--- src/rtl/core/rgh_pkg.sv ---
// Shared types and constants of the RGB/gray histogram block.
package rgh_pkg;

    localparam int BINS        = 256;
    localparam int LVL_W       = $clog2(BINS);
    localparam int NCHAN       = 4;
    localparam int CH_W        = 2;
    localparam int BAR_W       = 9;
    localparam int OUT_W       = 32;
    localparam int QUEUE_DEPTH = 2;
    localparam int QP_W        = $clog2(QUEUE_DEPTH);
    localparam int QC_W        = $clog2(QUEUE_DEPTH + 1);

    localparam logic MODE_ACC  = 1'b0;
    localparam logic MODE_READ = 1'b1;

    localparam logic [CH_W-1:0] CH_LUMA  = 2'd0;
    localparam logic [CH_W-1:0] CH_RED   = 2'd1;
    localparam logic [CH_W-1:0] CH_GREEN = 2'd2;
    localparam logic [CH_W-1:0] CH_BLUE  = 2'd3;

    // luma = (r*11 + g*16 + b*5) >> 5
    localparam int LUMA_KR    = 11;
    localparam int LUMA_KG    = 16;
    localparam int LUMA_KB    = 5;
    localparam int LUMA_SHIFT = 5;
    localparam int LUMA_W     = LVL_W + LUMA_SHIFT;

    typedef logic [LVL_W-1:0] t_lvl;

    typedef struct packed {
        logic                  op;
        logic [NCHAN-1:0]      mask;
        logic [CH_W-1:0]       channel;
        t_lvl [NCHAN-1:0]      lvl;
    } t_cmd;

    typedef struct packed {
        logic full;
        logic empty;
    } t_q_stat;

endpackage

--- src/rtl/core/rgh_front.sv ---
// Front end: takes words, computes luma and the bin levels, hands commands to the queue.
module rgh_front
    import rgh_pkg::*;
(
    input  logic             i_clk,
    input  logic             i_rst_n,
    input  logic             i_cfg_we,
    input  logic             i_cfg_wdata,
    input  logic             i_start,
    output logic             o_busy,
    input  logic             i_mode,
    input  logic [LVL_W-1:0] i_red,
    input  logic [LVL_W-1:0] i_green,
    input  logic [LVL_W-1:0] i_blue,
    input  logic [CH_W-1:0]  i_channel,
    input  logic [LVL_W-1:0] i_bin,
    input  t_q_stat          i_q_stat,
    input  logic             i_clearing,
    output logic             o_push,
    output t_cmd             o_cmd
);

    logic              r_gray_source;
    logic              r_vld;
    logic              n_vld;
    t_cmd              r_cmd;
    t_cmd              n_cmd;
    logic              accept;
    logic [LUMA_W-1:0] luma_sum;

    assign o_busy = i_clearing || (r_vld && i_q_stat.full);
    assign accept = i_start && !o_busy;
    assign o_push = r_vld && !i_q_stat.full;
    assign o_cmd  = r_cmd;

    assign luma_sum = LUMA_W'(i_red)   * LUMA_W'(LUMA_KR)
                    + LUMA_W'(i_green) * LUMA_W'(LUMA_KG)
                    + LUMA_W'(i_blue)  * LUMA_W'(LUMA_KB);

    always_comb begin
        n_cmd.op      = i_mode;
        n_cmd.channel = i_channel;
        if (i_mode == MODE_ACC) begin
            n_cmd.lvl[CH_LUMA]  = r_gray_source ? i_red : luma_sum[LUMA_W-1:LUMA_SHIFT];
            n_cmd.lvl[CH_RED]   = i_red;
            n_cmd.lvl[CH_GREEN] = i_green;
            n_cmd.lvl[CH_BLUE]  = i_blue;
            n_cmd.mask          = r_gray_source ? NCHAN'(1) : '1;
        end else begin
            // a read looks at the same bin in every store, the back end picks one
            n_cmd.lvl  = {NCHAN{i_bin}};
            n_cmd.mask = '0;
        end
    end

    always_comb begin
        if (accept) begin
            n_vld = 1'b1;
        end else if (o_push) begin
            n_vld = 1'b0;
        end else begin
            n_vld = r_vld;
        end
    end

    always_ff @(posedge i_clk) begin
        if (!i_rst_n) begin
            r_gray_source <= 1'b0;
            r_vld         <= 1'b0;
        end else begin
            if (i_cfg_we) begin
                r_gray_source <= i_cfg_wdata;
            end
            r_vld <= n_vld;
        end
    end

    always_ff @(posedge i_clk) begin
        if (accept) begin
            r_cmd <= n_cmd;
        end
    end

endmodule

--- config.mk ---
export PLATFORM = sky130hd
export DESIGN_NAME = rgh_front
export DESIGN_NICKNAME = d
export VERILOG_FILES = /design/src/rtl/core/rgh_pkg.sv /design/src/rtl/core/rgh_front.sv
export SDC_FILE = /design/constraint.sdc
export NUM_CORES = 1
export LEC_CHECK = 0
export ABC_AREA = 0
export BUFFER_PORTS_ARGS = -buffer_cell sky130_fd_sc_hd__buf_4
export CAP_MARGIN = 20
export CORE_AREA = 2 2 89 108
export CTS_CLUSTER_DIAMETER = 50
export DETAILED_ROUTE_END_ITERATION = 10
export DIE_AREA = 0 0 91 110
export MAX_ROUTING_LAYER = met4
export PLACE_DENSITY = 0.5
export SETUP_SLACK_MARGIN = 0.1
export SYNTH_ARGS = -nofsm -noshare
export SYNTH_HDL_FRONTEND = slang
export SYNTH_SLANG_ARGS = --single-unit
--- constraint.sdc ---
create_clock -name i_clk -period 10.6 [get_ports i_clk]
set_input_delay 2.12 -clock i_clk [delete_from_list [all_inputs] [get_ports i_clk]]
set_output_delay 2.12 -clock i_clk [all_outputs]
set_load 0.02 [all_outputs]
Yosys cells after proc, flatten, opt, wreduce, memory -nomap -nowiden
Cells that the tools add are included.
{"block": "classes", "n_addsub": 2, "n_mul": 2, "mux": 5, "n_reduce_logical": 7}
{"cell": "$mux W32", "count": 1}
{"cell": "$add A12 B12 Y13", "count": 1}
{"cell": "$add A13 B11 Y13", "count": 1}
{"cell": "$mul A8 B4 Y12 const B", "count": 1}
{"cell": "$mul A8 B3 Y11 const B", "count": 1}
{"cell": "$mux W8", "count": 1}
{"cell": "$mux W4", "count": 1}
{"cell": "$logic_and A1 B1 Y1", "count": 3}
{"cell": "$logic_not A1 Y1", "count": 2}
{"cell": "$mux W1", "count": 2}
{"cell": "$reduce_bool A2 Y1", "count": 1}
{"cell": "$logic_or A1 B1 Y1", "count": 1}
{"block": "word_totals", "ff_bits": 41, "inputBits": 43, "out_inout_bits": 41, "wordCells": 25}

Depth between registers and ports, before layout
{"block": "depth", "ltp_word": 5, "ltp_mapped": 14, "ltp_nobuf": 14}

Worst setup path after synthesis
Ideal clock, no wire load.
{"block": "synth_path", "path_kind": "input port to flip-flop", "from": "in i_blue[5]", "to": "reg r_cmd (netlist bit o_cmd[7]), data pin", "setup_ns": 0.265, "arrival_time_ns": 5.440, "required_time_ns": 10.335, "slack_ns": 4.895, "cell_stages": 12, "n_path_buf": 0, "cell_sequence": "ha_1 > fa_1 > fa_1 > inv_1 > fa_1 > inv_1 > ha_1 > a21o_1 > a221oi_2 > o21ai_1 > a2111oi_2 > nor3_1"}
{"element": "start, declared", "line": "rgh_front.sv:14", "rtl": "input logic [LVL_W-1:0] i_blue,"}
{"element": "end signal, assigned", "line": "rgh_front.sv:80", "rtl": "r_cmd <= n_cmd;"}
{"element": "end, declared", "line": "rgh_front.sv:26", "rtl": "t_cmd r_cmd;"}

==> metrics.md <==
| Metric | Value |
|---|---|
| Ys flop type | edfxtp_1 |
| Share of layout cells above drive strength 1 | 0.292 |
| Fraction of registers with async set/reset | 0 |
| Fill count | 915 |
| Met1 Use GR | 0.176 |
| First-pass DRT Iterations | 4 |
| Post-synthesis sequential area ratio | 0.396 |
| Reg2Reg Setup Slack | 9.00 ns |
| Synthesized instance count | 260 |
| GRT met2 Usage | 0.236 |
| Post-CTS setup buffer count | 0 |
| Total power | 636 uW |
| LEAKAGE | 1.76 nW |
| IO Port Bufs | 82 |
| Int Pwr | 386 uW |
| Row cnt | 38 |
| Final hold slack | 0.526 ns |
| Core area | 0.00894 mm2 |
| FF+latch count, synth | 39 |
| Root Driver | clkbuf_8 |
| Layout Utilization | 0.418 |
| Busiest grt layer | met2 |
| Worst-Margin Slew | 0.864 ns |
| Synth top area share | 0.382 |
| DRC errors left | 0 |
| CTS Buf Count | 5 |
| Fin. max-slew vios | 0 |
| Final Skew | 0.00463 ns |
| Antenna diodes | 0 |
| Worst Setup End Kind | flop |
| HPWL Detailed | 5460 um |
| CP max-delay cell | fa_1 |
| Clock buffer depth | 2 |
| Worst-skew pair later-pin latency | 0.29 ns |
| Worst setup margin | 4.87 ns |
| RSZ-0062 raised after global routing | false |
| Via density per instance | 4.48 |
| Clock sink count | 39 |
| Syn_nets | 359 |
| Fin area | 0.00373 mm2 |
| Gr ovfl total | 0 |
| Max Cap Viol | 0 |
| Worst path max stage delay | 0.53 ns |
| Global-route wire length before repair | 10600 um |
| PwrDens | 170 mW/mm2 |
| Net Switching | 250 uW |
| Ports | 84 |
| Synth warn | 0 |
| Worst-path maximum fanout | 7 |
| Placement Setup Slack | 4.57 ns |
| Crit share post-route | 0.541 |
| Synth area leaders | edfxtp_1 (38%), fa_1 (17%), ha_1 (13%), inv_1 (7.9%), o21ai_0 (4.6%) |
| CTS clock-pin slew for the worst setup and hold paths | 0.08 ns |
| Post-DR wirelength/cell | 14.1 um |
| Final hold vios | 0 |
| Die area | 0.0100 mm2 |
| Syn-to-layout area delta | 28.2% |
| Most common library cells after synthesis | inv_1 (61), edfxtp_1 (37), ha_1 (31) |
| Buf/Inv on CP | 5 |
| EDFF count, synth | 37 |
| Worst path top cell family by delay | adder cells |
| Placed Area | 0.00364 mm2 |
| Placer Congestion | 0.777 |
| All-Layer GR Usage | 0.139 |
| H-tree Lvls | 2 |
| Crit path cell chain | buf_4 -> ha_1 -> inv_1 -> fa_1 -> inv_1 -> fa_1 -> inv_1 -> fa_1 -> inv_1 -> ha_1 -> and3_4 -> a221oi_2 -> o21ai_1 -> a2111oi_2 -> nor3_1 |
| GR met3 Demand/Resource | 0.0156 |
| Post-CTS sizing | 0 |
| Setup Viol. Count Final | 0 |
| Crit path DAT | 5.77 ns |
| Hold_buf cts | 0 |
| Final min period | 5.73 ns |
| Worst vdd ir | 59.7 uV |
| Initial Util | 0.326 |
| Switching Share | 0.393 |
| Via count | 2074 |
| CP dominant cell by count | inv_1 |
| Syn Area/Cell | 11.2 um2 |
| First-iteration detailed-routing DRC count | 147 |
| Largest net degree at the start of global routing | 39 |
| Final wirelength | 6510 um |
| Clock Power Share | 0.154 |
| Setup TNS | 0 ns |
| Hold/Removal Path Class | reg2reg |
| Final std cells w/o fill | 463 |
| Critical Path RT | 10.64 ns |
| Number of nets still failing antenna checks after routing | 0 |
| Comb pwr share | 0.547 |
| Peak Freq | 174 MHz |
| Outcome | finished clean |
| Placed cells | 455 |
| Post-synth top area cell | edfxtp_1 |
| Die width | 91 um |
| Die height | 110 um |
| Nets@finish | 441 |
| Cell variety after synth | 44 |
| Slew HR | 0.424 |
| Number of global-route vias before repair | 2140 |
| Seq pwr share | 0.299 |
| Most common cell in the synthesized netlist | inv_1 |
| Startpoint Class | input port |
| Mapped cell area | 0.00291 mm2 |
| Crit Path Class | in2reg |
| CTS tree | done |
| Initial antenna violation count | 0 |
==> power groups by stage <==
stage | clock (mW) | combinational [mW] | sequential [mW]
4_1_cts | 0.0999 | 0.353 | 0.191
3_5_place_dp | 0 | 0.351 | 0.194
5_1_grt | 0.107 | 0.394 | 0.192
2_1_floorplan | 0 | 0.248 | 0.207
6_report | 0.0978 | 0.348 | 0.190
3_3_place_gp | 0 | 0.346 | 0.194
==> final cells by class <==
| class | instances | area [um2] | area share |
|---|---|---|---|
| Tap cell | 120 | 150 | 0.0402 |
| Timing Repair Buffer | 82 | 616 | 0.165 |
| Inverter | 62 | 233 | 0.0624 |
| Sequential cell | 39 | 1150 | 0.308 |
| Clock inverter | 3 | 20.0 | 0.00536 |
| Multi-Input combinational cell | 152 | 1490 | 0.400 |
| Clock buffer | 5 | 68.8 | 0.0184 |
==> path summary, 6_finish.rpt <==
path,from,endpoint,cells after the start
setup reg to reg,r_vld$_SDFFE_PN0P_,o_cmd[30]$_DFFE_PP_,2
hold / removal,r_vld$_SDFFE_PN0P_,r_vld$_SDFFE_PN0P_,2
setup / recovery,i_red[7],o_cmd[7]$_DFFE_PP_,15
hold reg to reg,r_vld$_SDFFE_PN0P_,r_vld$_SDFFE_PN0P_,2
==> per-layer routing <==
| layer | share of wire | vias to the layer above |
|---|---|---|
| met5 | 0 | - |
| met2 | 0.49 | 62 |
| met3 | 0.034 | 7 |
| met1 | 0.46 | 960 |
| met4 | 0.017 | 0 |
| li1 | - | 1045 |
==> flip-flops by register name (all words and copies together), names as in the netlist <==
| signal | flops |
|---|---|
| o_cmd | 37 |
| r_gray_source | 1 |
| r_vld | 1 |
==> placed cells by master, fill, tap and decap left out, types with 2 or more instances in the layout <==
master      instances
buf_4              82
inv_1              61
edfxtp_1           37
ha_1               31
o21ai_0            27
fa_1               25
nand2_1            15
a21oi_1             7
clkbuf_8            5
nor2b_1             4
a21o_1              3
o22ai_1             3
nor2_1              3
o21a_1              3
and2_2              2
nand3_1             2
xor2_1              2
o221ai_1            2
clkinvlp_4          2
dfxtp_1             2
==> worst register-to-register path: stages (launching register included) <==
cell	delay [ns]
dfxtp_1	0.32
a21oi_1	0.15
and2_2	0.75
==> logic make-up (layout without fill, tap and decap cells) <==
kind of cell    Yosys count  after routing  share of synthesized area
buf+inv                  69            152                     0.0916
simple gates             33             33                     0.0576
flops                    39             39                      0.396
mux                       1              1                    0.00344
fa+ha+maj                56             56                      0.305
compound gates           59             59                      0.138
xor+xnor                  3              3                    0.00903
Power figures use the tool's default switching activity.
