<file path="config.mk">
export PLATFORM = sky130hd
export DESIGN_NAME = rgh_queue
export DESIGN_NICKNAME = d
export VERILOG_FILES = /design/src/rtl/core/rgh_pkg.sv /design/src/rtl/core/rgh_queue.sv
export SDC_FILE = /design/constraint.sdc
export NUM_CORES = 1
export LEC_CHECK = 0
export ABC_AREA = 0
export ABC_CLOCK_PERIOD_IN_PS = 4200
export BUFFER_PORTS_ARGS = -buffer_cell sky130_fd_sc_hd__buf_2
export CAP_MARGIN = 20
export CORE_UTILIZATION = 45
export CTS_CLUSTER_SIZE = 10
export DETAILED_ROUTE_END_ITERATION = 10
export PLACE_DENSITY = 0.8
export SETUP_SLACK_MARGIN = 0.02
export SYNTH_ARGS = -nofsm -noshare
export SYNTH_HDL_FRONTEND = slang
export SYNTH_SLANG_ARGS = --single-unit
</file>
<file path="constraint.sdc">
create_clock -name i_clk -period 4.2 [get_ports i_clk]
set_input_delay 0.84 -clock i_clk [delete_from_list [all_inputs] [get_ports i_clk]]
set_output_delay 0.84 -clock i_clk [all_outputs]
set_load 0.05 [all_outputs]
</file>
<file path="src/rtl/core/rgh_pkg.sv">
// Shared types and constants of the RGB/gray histogram block.
package rgh_pkg;

    localparam int BINS        = 256;
    localparam int LVL_W       = $clog2(BINS);
    localparam int NCHAN       = 4;
    localparam int CH_W        = 2;
    localparam int BAR_W       = 9;
    localparam int OUT_W       = 32;
    localparam int QUEUE_DEPTH = 2;
    localparam int QP_W        = $clog2(QUEUE_DEPTH);
    localparam int QC_W        = $clog2(QUEUE_DEPTH + 1);

    localparam logic MODE_ACC  = 1'b0;
    localparam logic MODE_READ = 1'b1;

    localparam logic [CH_W-1:0] CH_LUMA  = 2'd0;
    localparam logic [CH_W-1:0] CH_RED   = 2'd1;
    localparam logic [CH_W-1:0] CH_GREEN = 2'd2;
    localparam logic [CH_W-1:0] CH_BLUE  = 2'd3;

    // luma = (r*11 + g*16 + b*5) >> 5
    localparam int LUMA_KR    = 11;
    localparam int LUMA_KG    = 16;
    localparam int LUMA_KB    = 5;
    localparam int LUMA_SHIFT = 5;
    localparam int LUMA_W     = LVL_W + LUMA_SHIFT;

    typedef logic [LVL_W-1:0] t_lvl;

    typedef struct packed {
        logic                  op;
        logic [NCHAN-1:0]      mask;
        logic [CH_W-1:0]       channel;
        t_lvl [NCHAN-1:0]      lvl;
    } t_cmd;

    typedef struct packed {
        logic full;
        logic empty;
    } t_q_stat;

endpackage

</file>
<file path="src/rtl/core/rgh_queue.sv">
// Short command queue between the front end and the back end.
module rgh_queue
    import rgh_pkg::*;
(
    input  logic    i_clk,
    input  logic    i_rst_n,
    input  logic    i_push,
    input  t_cmd    i_cmd,
    input  logic    i_pop,
    output t_cmd    o_head,
    output t_q_stat o_stat
);

    t_cmd            r_mem [QUEUE_DEPTH];
    logic [QP_W-1:0] r_wptr;
    logic [QP_W-1:0] r_rptr;
    logic [QC_W-1:0] r_cnt;
    logic [QC_W-1:0] n_cnt;

    assign o_head       = r_mem[r_rptr];
    assign o_stat.full  = (r_cnt == QC_W'(QUEUE_DEPTH));
    assign o_stat.empty = (r_cnt == '0);

    always_comb begin
        n_cnt = r_cnt;
        if (i_push && !i_pop) begin
            n_cnt = r_cnt + QC_W'(1);
        end else if (i_pop && !i_push) begin
            n_cnt = r_cnt - QC_W'(1);
        end
    end

    always_ff @(posedge i_clk) begin
        if (!i_rst_n) begin
            r_wptr <= '0;
            r_rptr <= '0;
            r_cnt  <= '0;
        end else begin
            if (i_push) begin
                r_wptr <= (r_wptr == QP_W'(QUEUE_DEPTH - 1)) ? '0 : r_wptr + QP_W'(1);
            end
            if (i_pop) begin
                r_rptr <= (r_rptr == QP_W'(QUEUE_DEPTH - 1)) ? '0 : r_rptr + QP_W'(1);
            end
            r_cnt <= n_cnt;
        end
    end

    always_ff @(posedge i_clk) begin
        if (i_push) begin
            r_mem[r_wptr] <= i_cmd;
        end
    end

endmodule

</file>
After elaboration in Yosys (flattened, before gate mapping)
Memory sizes are Yosys's and may differ from the RTL's. A register that Yosys moved wholly into a read port is not among the register bits.
Index checks and enable logic that the tools add are counted.
{ "totals": {"ff_bits": 4, "ramBits": 78, "elab_cells": 23, "memories": 1} }
{ "classes": {"add_sub_neg": 4, "n_eq_ne": 1, "n_mux": 8, "n_reduce_logical": 6} }
{ "memory_table": {"columns": ["memory", "words", "width", "read_ports", "rd_clocked_by_memory_dff", "wr", "line", "rtl"], "rows": [
  ["r_mem", 2, 39, 1, 1, 1, "rgh_queue.sv:14", "t_cmd r_mem [QUEUE_DEPTH];"]
]} }
{ "ops": {"columns": ["cell", "n"], "rows": [
  ["$mux W1", 6],
  ["$mux W2", 2],
  ["$add A1 B1 Y1 const B", 2],
  ["$add A2 B1 Y2 const B", 1],
  ["$eq A2 B2 Y1 const B", 1],
  ["$logic_and A1 B1 Y1", 2],
  ["$logic_not A1 Y1", 2],
  ["$logic_not A2 Y1", 1],
  ["$reduce_bool A2 Y1", 1],
  ["$sub A2 B1 Y2 const B", 1]
]} }

Logic depth before layout (Yosys ltp)
Gate-level depths: netlist (run 1).
{ "depth": {"word_depth": 4, "mapped_depth": 5} }

Least setup slack after synthesis (run 1)
Ideal clock, no wire load.
{ "synth_timing": {"path_kind": "input-to-reg", "from": "input i_push", "to": "memory r_mem[0][0] (netlist bit) (enable)", "setup_ns": 0.441, "t_arrival_ns": 2.618, "t_required_ns": 3.759, "path_slack_ns": 1.141, "stages": 1, "path_buffers": 0, "path_cell_list": "nor2b_1"} }
{ "synth_via": {"elab_chain_cells": 2} }
{ "synth_lines": {"columns": ["element", "line", "rtl"], "rows": [
  ["start, declared", "rgh_queue.sv:7", "input logic i_push,"],
  ["$mux W1", "rgh_queue.sv:50", "if (i_push) begin"],
  ["$mux W1 (implied by the code)", "rgh_queue.sv:51", "r_mem[r_wptr] <= i_cmd;"],
  ["end, declared", "rgh_queue.sv:14", null]
]} }
Every way passes these cells.

==> results of run 1 <==
-- power breakdown --
group	switching [mW]	total, mW	internal, mW	leakage (nW)
clock	0.264	0.678	0.414	0.121
combinational	0.210	0.303	0.0932	0.545
sequential	0.0260	0.979	0.953	0.774
total	0.499	1.96	1.46	1.44
-- cell usage after synthesis --
cell and count:
mux2_2 39, dfxtp_1 5, edfxtp_1 78, or3_1 1
xor2_1 2, and2_1 4, inv_1 1, nor2b_1 2
o21ai_0 1, and2b_2 1, xnor2_1 1, ha_1 1
buf_4 1, a21boi_1 1, nor2_1 1, buf_6 1
o21a_1 1, buf_2 2
-- cell type report --
class                           instances  area [µm²]  share of cell area [%]
Multi-Input combinational cell         55         563                    14.9
Clock inverter                          4        98.8                    2.61
Inverter                                1        3.75                  0.0991
Timing Repair Buffer                   84         435                    11.5
Clock buffer                           12         145                    3.83
Tap cell                               77        96.3                    2.54
Sequential cell                        83        2440                    64.5
-- stage by stage --
step | power (mW) | utilization (%)
final | 1.96 | 59.0
after global routing | 2.03 | 59.0
after CTS | 1.98 | 59.0
after detailed placement | 1.30 | 55.2
after global placement | 1.29 | 54.8
after floorplan | 1.22 | -
-- critical path, delay by kind of cell (launching register included) --
kind	cells	cell delay, ps
flip-flops	1	940
buffers and inverters	1	220
multiplexers	1	420
-- routing by layer --
metal / GRT usage [%] / up-vias
met5: 0 / -
met4: 7.99 / 0
met3: 4.55 / 11
met2: 24.3 / 60
met1: 17.5 / 773
li1: - / 737
-- cells by family after synthesis --
family	after synthesis	share of synthesized area, %
AOI/OAI and AO/OA	3	0.661
xor gates and xnor gates	3	0.868
adders and majority gates	1	0.413
buffers and inverters	5	1.07
DFF	83	80.6
muxes	39	14.5
and+or+nand+nor	9	1.86
-- state kept, by name, indices dropped and copies added (netlist names), named ones only --
register / count
r_mem: 78
r_rptr: 1
r_cnt: 2
r_wptr: 1
-- worst paths after layout --
kind,start,endpoint,slack (ps),depth (start not counted)
worst max register to register,r_wptr,r_mem[1][14],2640,1
worst max-delay path,flip-flop,o_head[26],1440,2
worst min register to register,r_cnt[1],r_cnt[1],520,2
worst min-delay path,r_cnt[1],r_cnt[1],520,2
==> impl_metrics.tcl, run 1 <==
set metrics [dict create \
    maxCapViolCount 0 \
    worst_setup_skew_after_layout_ps 8.60 \
    critical_path.cell_chain "mux2_2, buf_2" \
    drt_pre_antenna_iters 7 \
    first_global_vias 1643 \
    cts_resized 0 \
    antenna_left 0 \
    placed_area_mm2 0.00354 \
    cp-start-kind "flip-flop" \
    critPathCaptureType "primary output" \
    critical_path_peak_fanout 39 \
    ys_seq_elements 83 \
    clock_latency_ps 340 \
    cts-root-buf "clkbuf_8" \
    core_region_area_mm2 0.00642 \
    syn-cell-area_mm2 0.00303 \
    critPathSlowestCell "dfxtp_2" \
    numClockSinks 83 \
    avgRoutedWirePerCell_um 15.7 \
    route.final.wire_length_mm 4.96 \
    rsz0062_at_grt "no" \
    grt_overflow_total 0 \
    synth.avg_cell_area_um2 21.2 \
    n_antenna_cell 0 \
    setup_tns_ps 0 \
    final_max_slew_viol_count 0 \
    crit_path_largest_cell_delay_ps 940 \
    most_frequent_standard_cell_in_the_layout_excluding_fill_and_tap_cells "buf_2" \
    final_critical_path_setup_slack_ps 1440 \
    maxClockFrequency_mhz 362 \
    grt_start_max_net_pins 40 \
    chipHeight_um 84.0 \
    drt_drc_violations_left 14 \
    final_min_period_over_clock_period_pct 65.7 \
    wl_met1_mm 2.03 \
    required_time_reported_for_the_critical_path_endpoint_ps 3360 \
    whs_ps 517 \
    dr_vias 1581 \
    worst_slew_pin_slew_ps 956 \
    detailroute.wirelength.met2_mm 2.52 \
    design.die.area_mm2 0.00706 \
    setup_viol 0 \
    finalInstanceArea_mm2 0.00379 \
    synthDistinctLibCells 18 \
    globalplace.congestion 0.642 \
    synthDominantCellAreaShare_pct 77.3 \
    placed_insts 300 \
    drive_gt1_share_pct 59.0 \
    post_cts_setup_buffer_count 0 \
    floorplan.io_pins 84 \
    cts_max_level 3 \
    die-width_um 84.0 \
    routed-wl-met3_um 314 \
    pre_cts_setup_slack_ps 1760 \
    vdd_drop_max_mv 0.238 \
    holdCritPathClass "flip-flop to flip-flop" \
    detailedPlacementHpwl_mm 3.21 \
    timing_worst_setup_path_type "flip-flop to primary output" \
    dr.max_layer_used "met4" \
    period_needed_ps 2760 \
    antenna_violations_before_repair 0 \
    power_leakage_nw 1.44 \
    post_cts_hold_buffer_count 0 \
    ys_seq_area_share_pct 80.6 \
    count_of_port_buffers_added_during_placement 83 \
    design.final.nets 278 \
    commonest_non_fill_non_tap_cells_in_the_layout "buf_2 (83), edfxtp_1 (78), mux2_2 (39), clkbuf_8 (10), dfxtp_1 (4)" \
    synthesis.nets 187 \
    finalNonFillerCells 316 \
    grt_pass1_wl_mm 7.67 \
    slew_headroom_pct 36.3 \
    pwr_density_cell_mw_per_mm2 518 \
    starting_density_of_the_core_pct 47.2 \
    failing_checks "design-rule violations" \
    synth_top_area_cell "edfxtp_1" \
    grt_overall_usage_pct 14.8 \
    routed_via_density 5.00 \
    placementRows 29 \
    report.final.hold_viol_count 0 \
    outcome "complete, but fails checks" \
    cp_data_arrival_time_ps 1920 \
    fill_cells 502 \
    cts-root-to-sink-buffers 2 \
    post_synth_main_area_contributors "edfxtp_1 (77%), mux2_2 (14%), dfxtp_1 (3.3%)" \
    first_iter_violations 94 \
    area.growth.synth_to_final_pct 25.0 \
    worst_setup_hold_path_clk_slew_ps 80 \
    numCtsBuffers 9 \
    cts_tree "built" \
    synthesis.yosys.warnings 0 \
    postSynthCellCount 143 \
]
Power figures use the tool's default switching activity.
==> inputs of run 2 (changes only) <==
ABC_AREA = 1   (was 0)
ABC_CLOCK_PERIOD_IN_PS = 2310   (was 4200)
PLACE_DENSITY = 0.83   (was 0.8)
clock period = 2.31 ns   (was 4.2 ns; I/O delays follow)
==> impl_metrics.tcl, run 2 <==
set metrics [dict create \
    synth_edf_count 78 \
    avgRoutedWirePerCell_um 14.9 \
    setup_tns_ps 0 \
    synthesis.yosys.warnings 0 \
    detailedPlacementHpwl_mm 3.19 \
    most_frequent_standard_cell_in_the_layout_excluding_fill_and_tap_cells "buf_2" \
    core_region_area_mm2 0.00649 \
    whs_ps 301 \
    postSynthCellCount 156 \
    cts_max_level 3 \
    count_of_buffer_and_inverter_cells_on_the_critical_path 2 \
    cts_tree "built" \
    die-width_um 84.8 \
    critical_path.top_delay_family "buffers and inverters" \
    ys_seq_area_share_pct 79.1 \
    first_iter_violations 110 \
    critical_path.cell_chain "buf_12, mux2_2, buf_2" \
    synth_top_area_cell "edfxtp_1" \
    power.internal_mw 2.49 \
    critical_path_peak_fanout 39 \
    drive_gt1_share_pct 56.3 \
    rsz0062_at_grt "no" \
    grt_overflow_total 0 \
    grt_overall_usage_pct 14.5 \
    numCtsBuffers 9 \
    power.clock.fraction_pct 31.9 \
    yosys.cell_count.top_type "edfxtp_1" \
    floorplan.io_pins 84 \
    route.final.wire_length_mm 4.95 \
    yosys-top-cells-count "edfxtp_1 (78), mux2_2 (29), mux2_4 (10)" \
    critPathSlowestCell "mux2_2" \
    synthDistinctLibCells 15 \
    placementRows 29 \
    routed_via_density 4.92 \
    grt_pass1_wl_mm 7.58 \
    design.die.area_mm2 0.00720 \
    slew_headroom_pct 68.7 \
    reg_top3 "r_mem x78, r_cnt x2" \
    outcome "complete, but fails checks" \
    required_time_reported_for_the_critical_path_endpoint_ps 1850 \
    vdd_drop_max_mv 0.438 \
    p_seq_share_pct 52.4 \
    area.growth.synth_to_final_pct 23.9 \
    post_synth_main_area_contributors "edfxtp_1 (76%), mux2_2 (11%), mux2_4 (4.9%)" \
    synth-async-reset-ratio_pct 0 \
    first_global_vias 1619 \
    power_frac_comb_pct 15.7 \
    antenna_violations_before_repair 0 \
    synthDominantCellAreaShare_pct 75.9 \
    design.final.nets 294 \
    final_max_slew_viol_count 0 \
    antenna_left 0 \
    cp_data_arrival_time_ps 1510 \
    power.share.switching_pct 25.8 \
    period_needed_ps 1970 \
    globalplace.congestion 0.718 \
    maxClockFrequency_mhz 508 \
    ys_seq_elements 83 \
    cts-root-to-sink-buffers 2 \
    chipHeight_um 84.8 \
    cts_resized 0 \
    pwr_density_cell_mw_per_mm2 876 \
    maxCapViolCount 0 \
    failing_checks "design-rule violations" \
    commonest_non_fill_non_tap_cells_in_the_layout "buf_2 (83), edfxtp_1 (78), mux2_2 (29), mux2_4 (10), clkbuf_8 (9)" \
    clock_latency_ps 340 \
    critPathCaptureType "primary output" \
    pre_cts_setup_slack_ps 677 \
    synthesis.nets 200 \
    worst_setup_skew_after_layout_ps 10.8 \
    drt_drc_violations_left 7 \
    finalInstanceArea_mm2 0.00383 \
    cts-root-buf "clkbuf_8" \
    synth.avg_cell_area_um2 19.8 \
    final_min_period_over_clock_period_pct 85.3 \
    total_power_mw 3.35 \
    starting_density_of_the_core_pct 47.5 \
    crit_path_largest_cell_delay_ps 380 \
    setup_viol 0 \
    holdCritPathClass "input port to flip-flop" \
    post_cts_setup_buffer_count 0 \
    drt_pre_antenna_iters 8 \
    grt_start_max_net_pins 40 \
    postSynth.topFlopCell "edfxtp_1" \
    post_cts_hold_buffer_count 0 \
    max_flop_register "r_mem" \
    max_reg_flops 78 \
    worst_setup_hold_path_clk_slew_ps 80 \
    numClockSinks 83 \
    cp-start-kind "flip-flop" \
    count_of_port_buffers_added_during_placement 83 \
    dr_vias 1629 \
    power_leakage_nw 1.51 \
    syn-cell-area_mm2 0.00309 \
    worst_slew_pin_slew_ps 469 \
    placed_area_mm2 0.00362 \
    p_switching_uw 865 \
    final_critical_path_setup_slack_ps 340 \
    timing_worst_setup_path_type "flip-flop to primary output" \
    n_antenna_cell 0 \
    report.final.hold_viol_count 0 \
]
==> run 2: area by class of cell <==
type | count | area, µm²
Sequential cell | 83 | 2440
Fill cell | 507 | 2670
Clock inverter | 6 | 81.3
Timing Repair Buffer | 87 | 470
Tap cell | 77 | 96.3
Clock buffer | 9 | 124
Inverter | 8 | 30.0
Multi-Input combinational cell | 61 | 582
==> run 2: routing by layer <==
metal | vias to the layer above | part of all wire [%] | track usage [%]
met4 | 0 | 1.2 | 5.86
met5 | - | 0 | 0
li1 | 776 | - | -
met1 | 790 | 41 | 15.9
met2 | 56 | 52 | 25.3
met3 | 7 | 6.3 | 5.93
==> run 2: path summary, 6_finish.rpt <==
check                                from      endpoint  cells after the start  slack [ps]
worst max-delay path            flip-flop    o_head[35]                      3         340
worst min-delay path             i_cmd[0]   r_mem[0][0]                      1         300
worst max register to register     r_wptr  r_mem[1][28]                      3         910
worst min register to register     r_rptr        r_rptr                      2         510
==> run 2: cell families (layout without fill, tap and decap cells) <==
| group | Yosys count | after routing | synth area share (%) |
|---|---|---|---|
| compound gates | 2 | 2 | 0.324 |
| mux | 39 | 39 | 15.4 |
| simple gates | 19 | 19 | 2.43 |
| fa+ha+maj | 1 | 1 | 0.405 |
| buf+inv | 12 | 110 | 2.31 |
| flops | 83 | 83 | 79.1 |
==> run 2: power by group through the flow <==
stage                     sequential, mW  clock [mW]  combinational, mW
final                               1.76        1.07              0.527
after global placement              1.79           0              0.523
after detailed placement            1.79           0              0.532
after global routing                1.76        1.16              0.557
after CTS                           1.76        1.10              0.533
after floorplan                     1.79           0              0.401
==> run 2: stage by stage <==
stage / std cells / utilization, %
final: 331 / 58.9
after global routing: 331 / 58.9
after floorplan: 156 / -
after detailed placement: 316 / 55.8
after CTS: 331 / 58.9
after global placement: 316 / 55.8
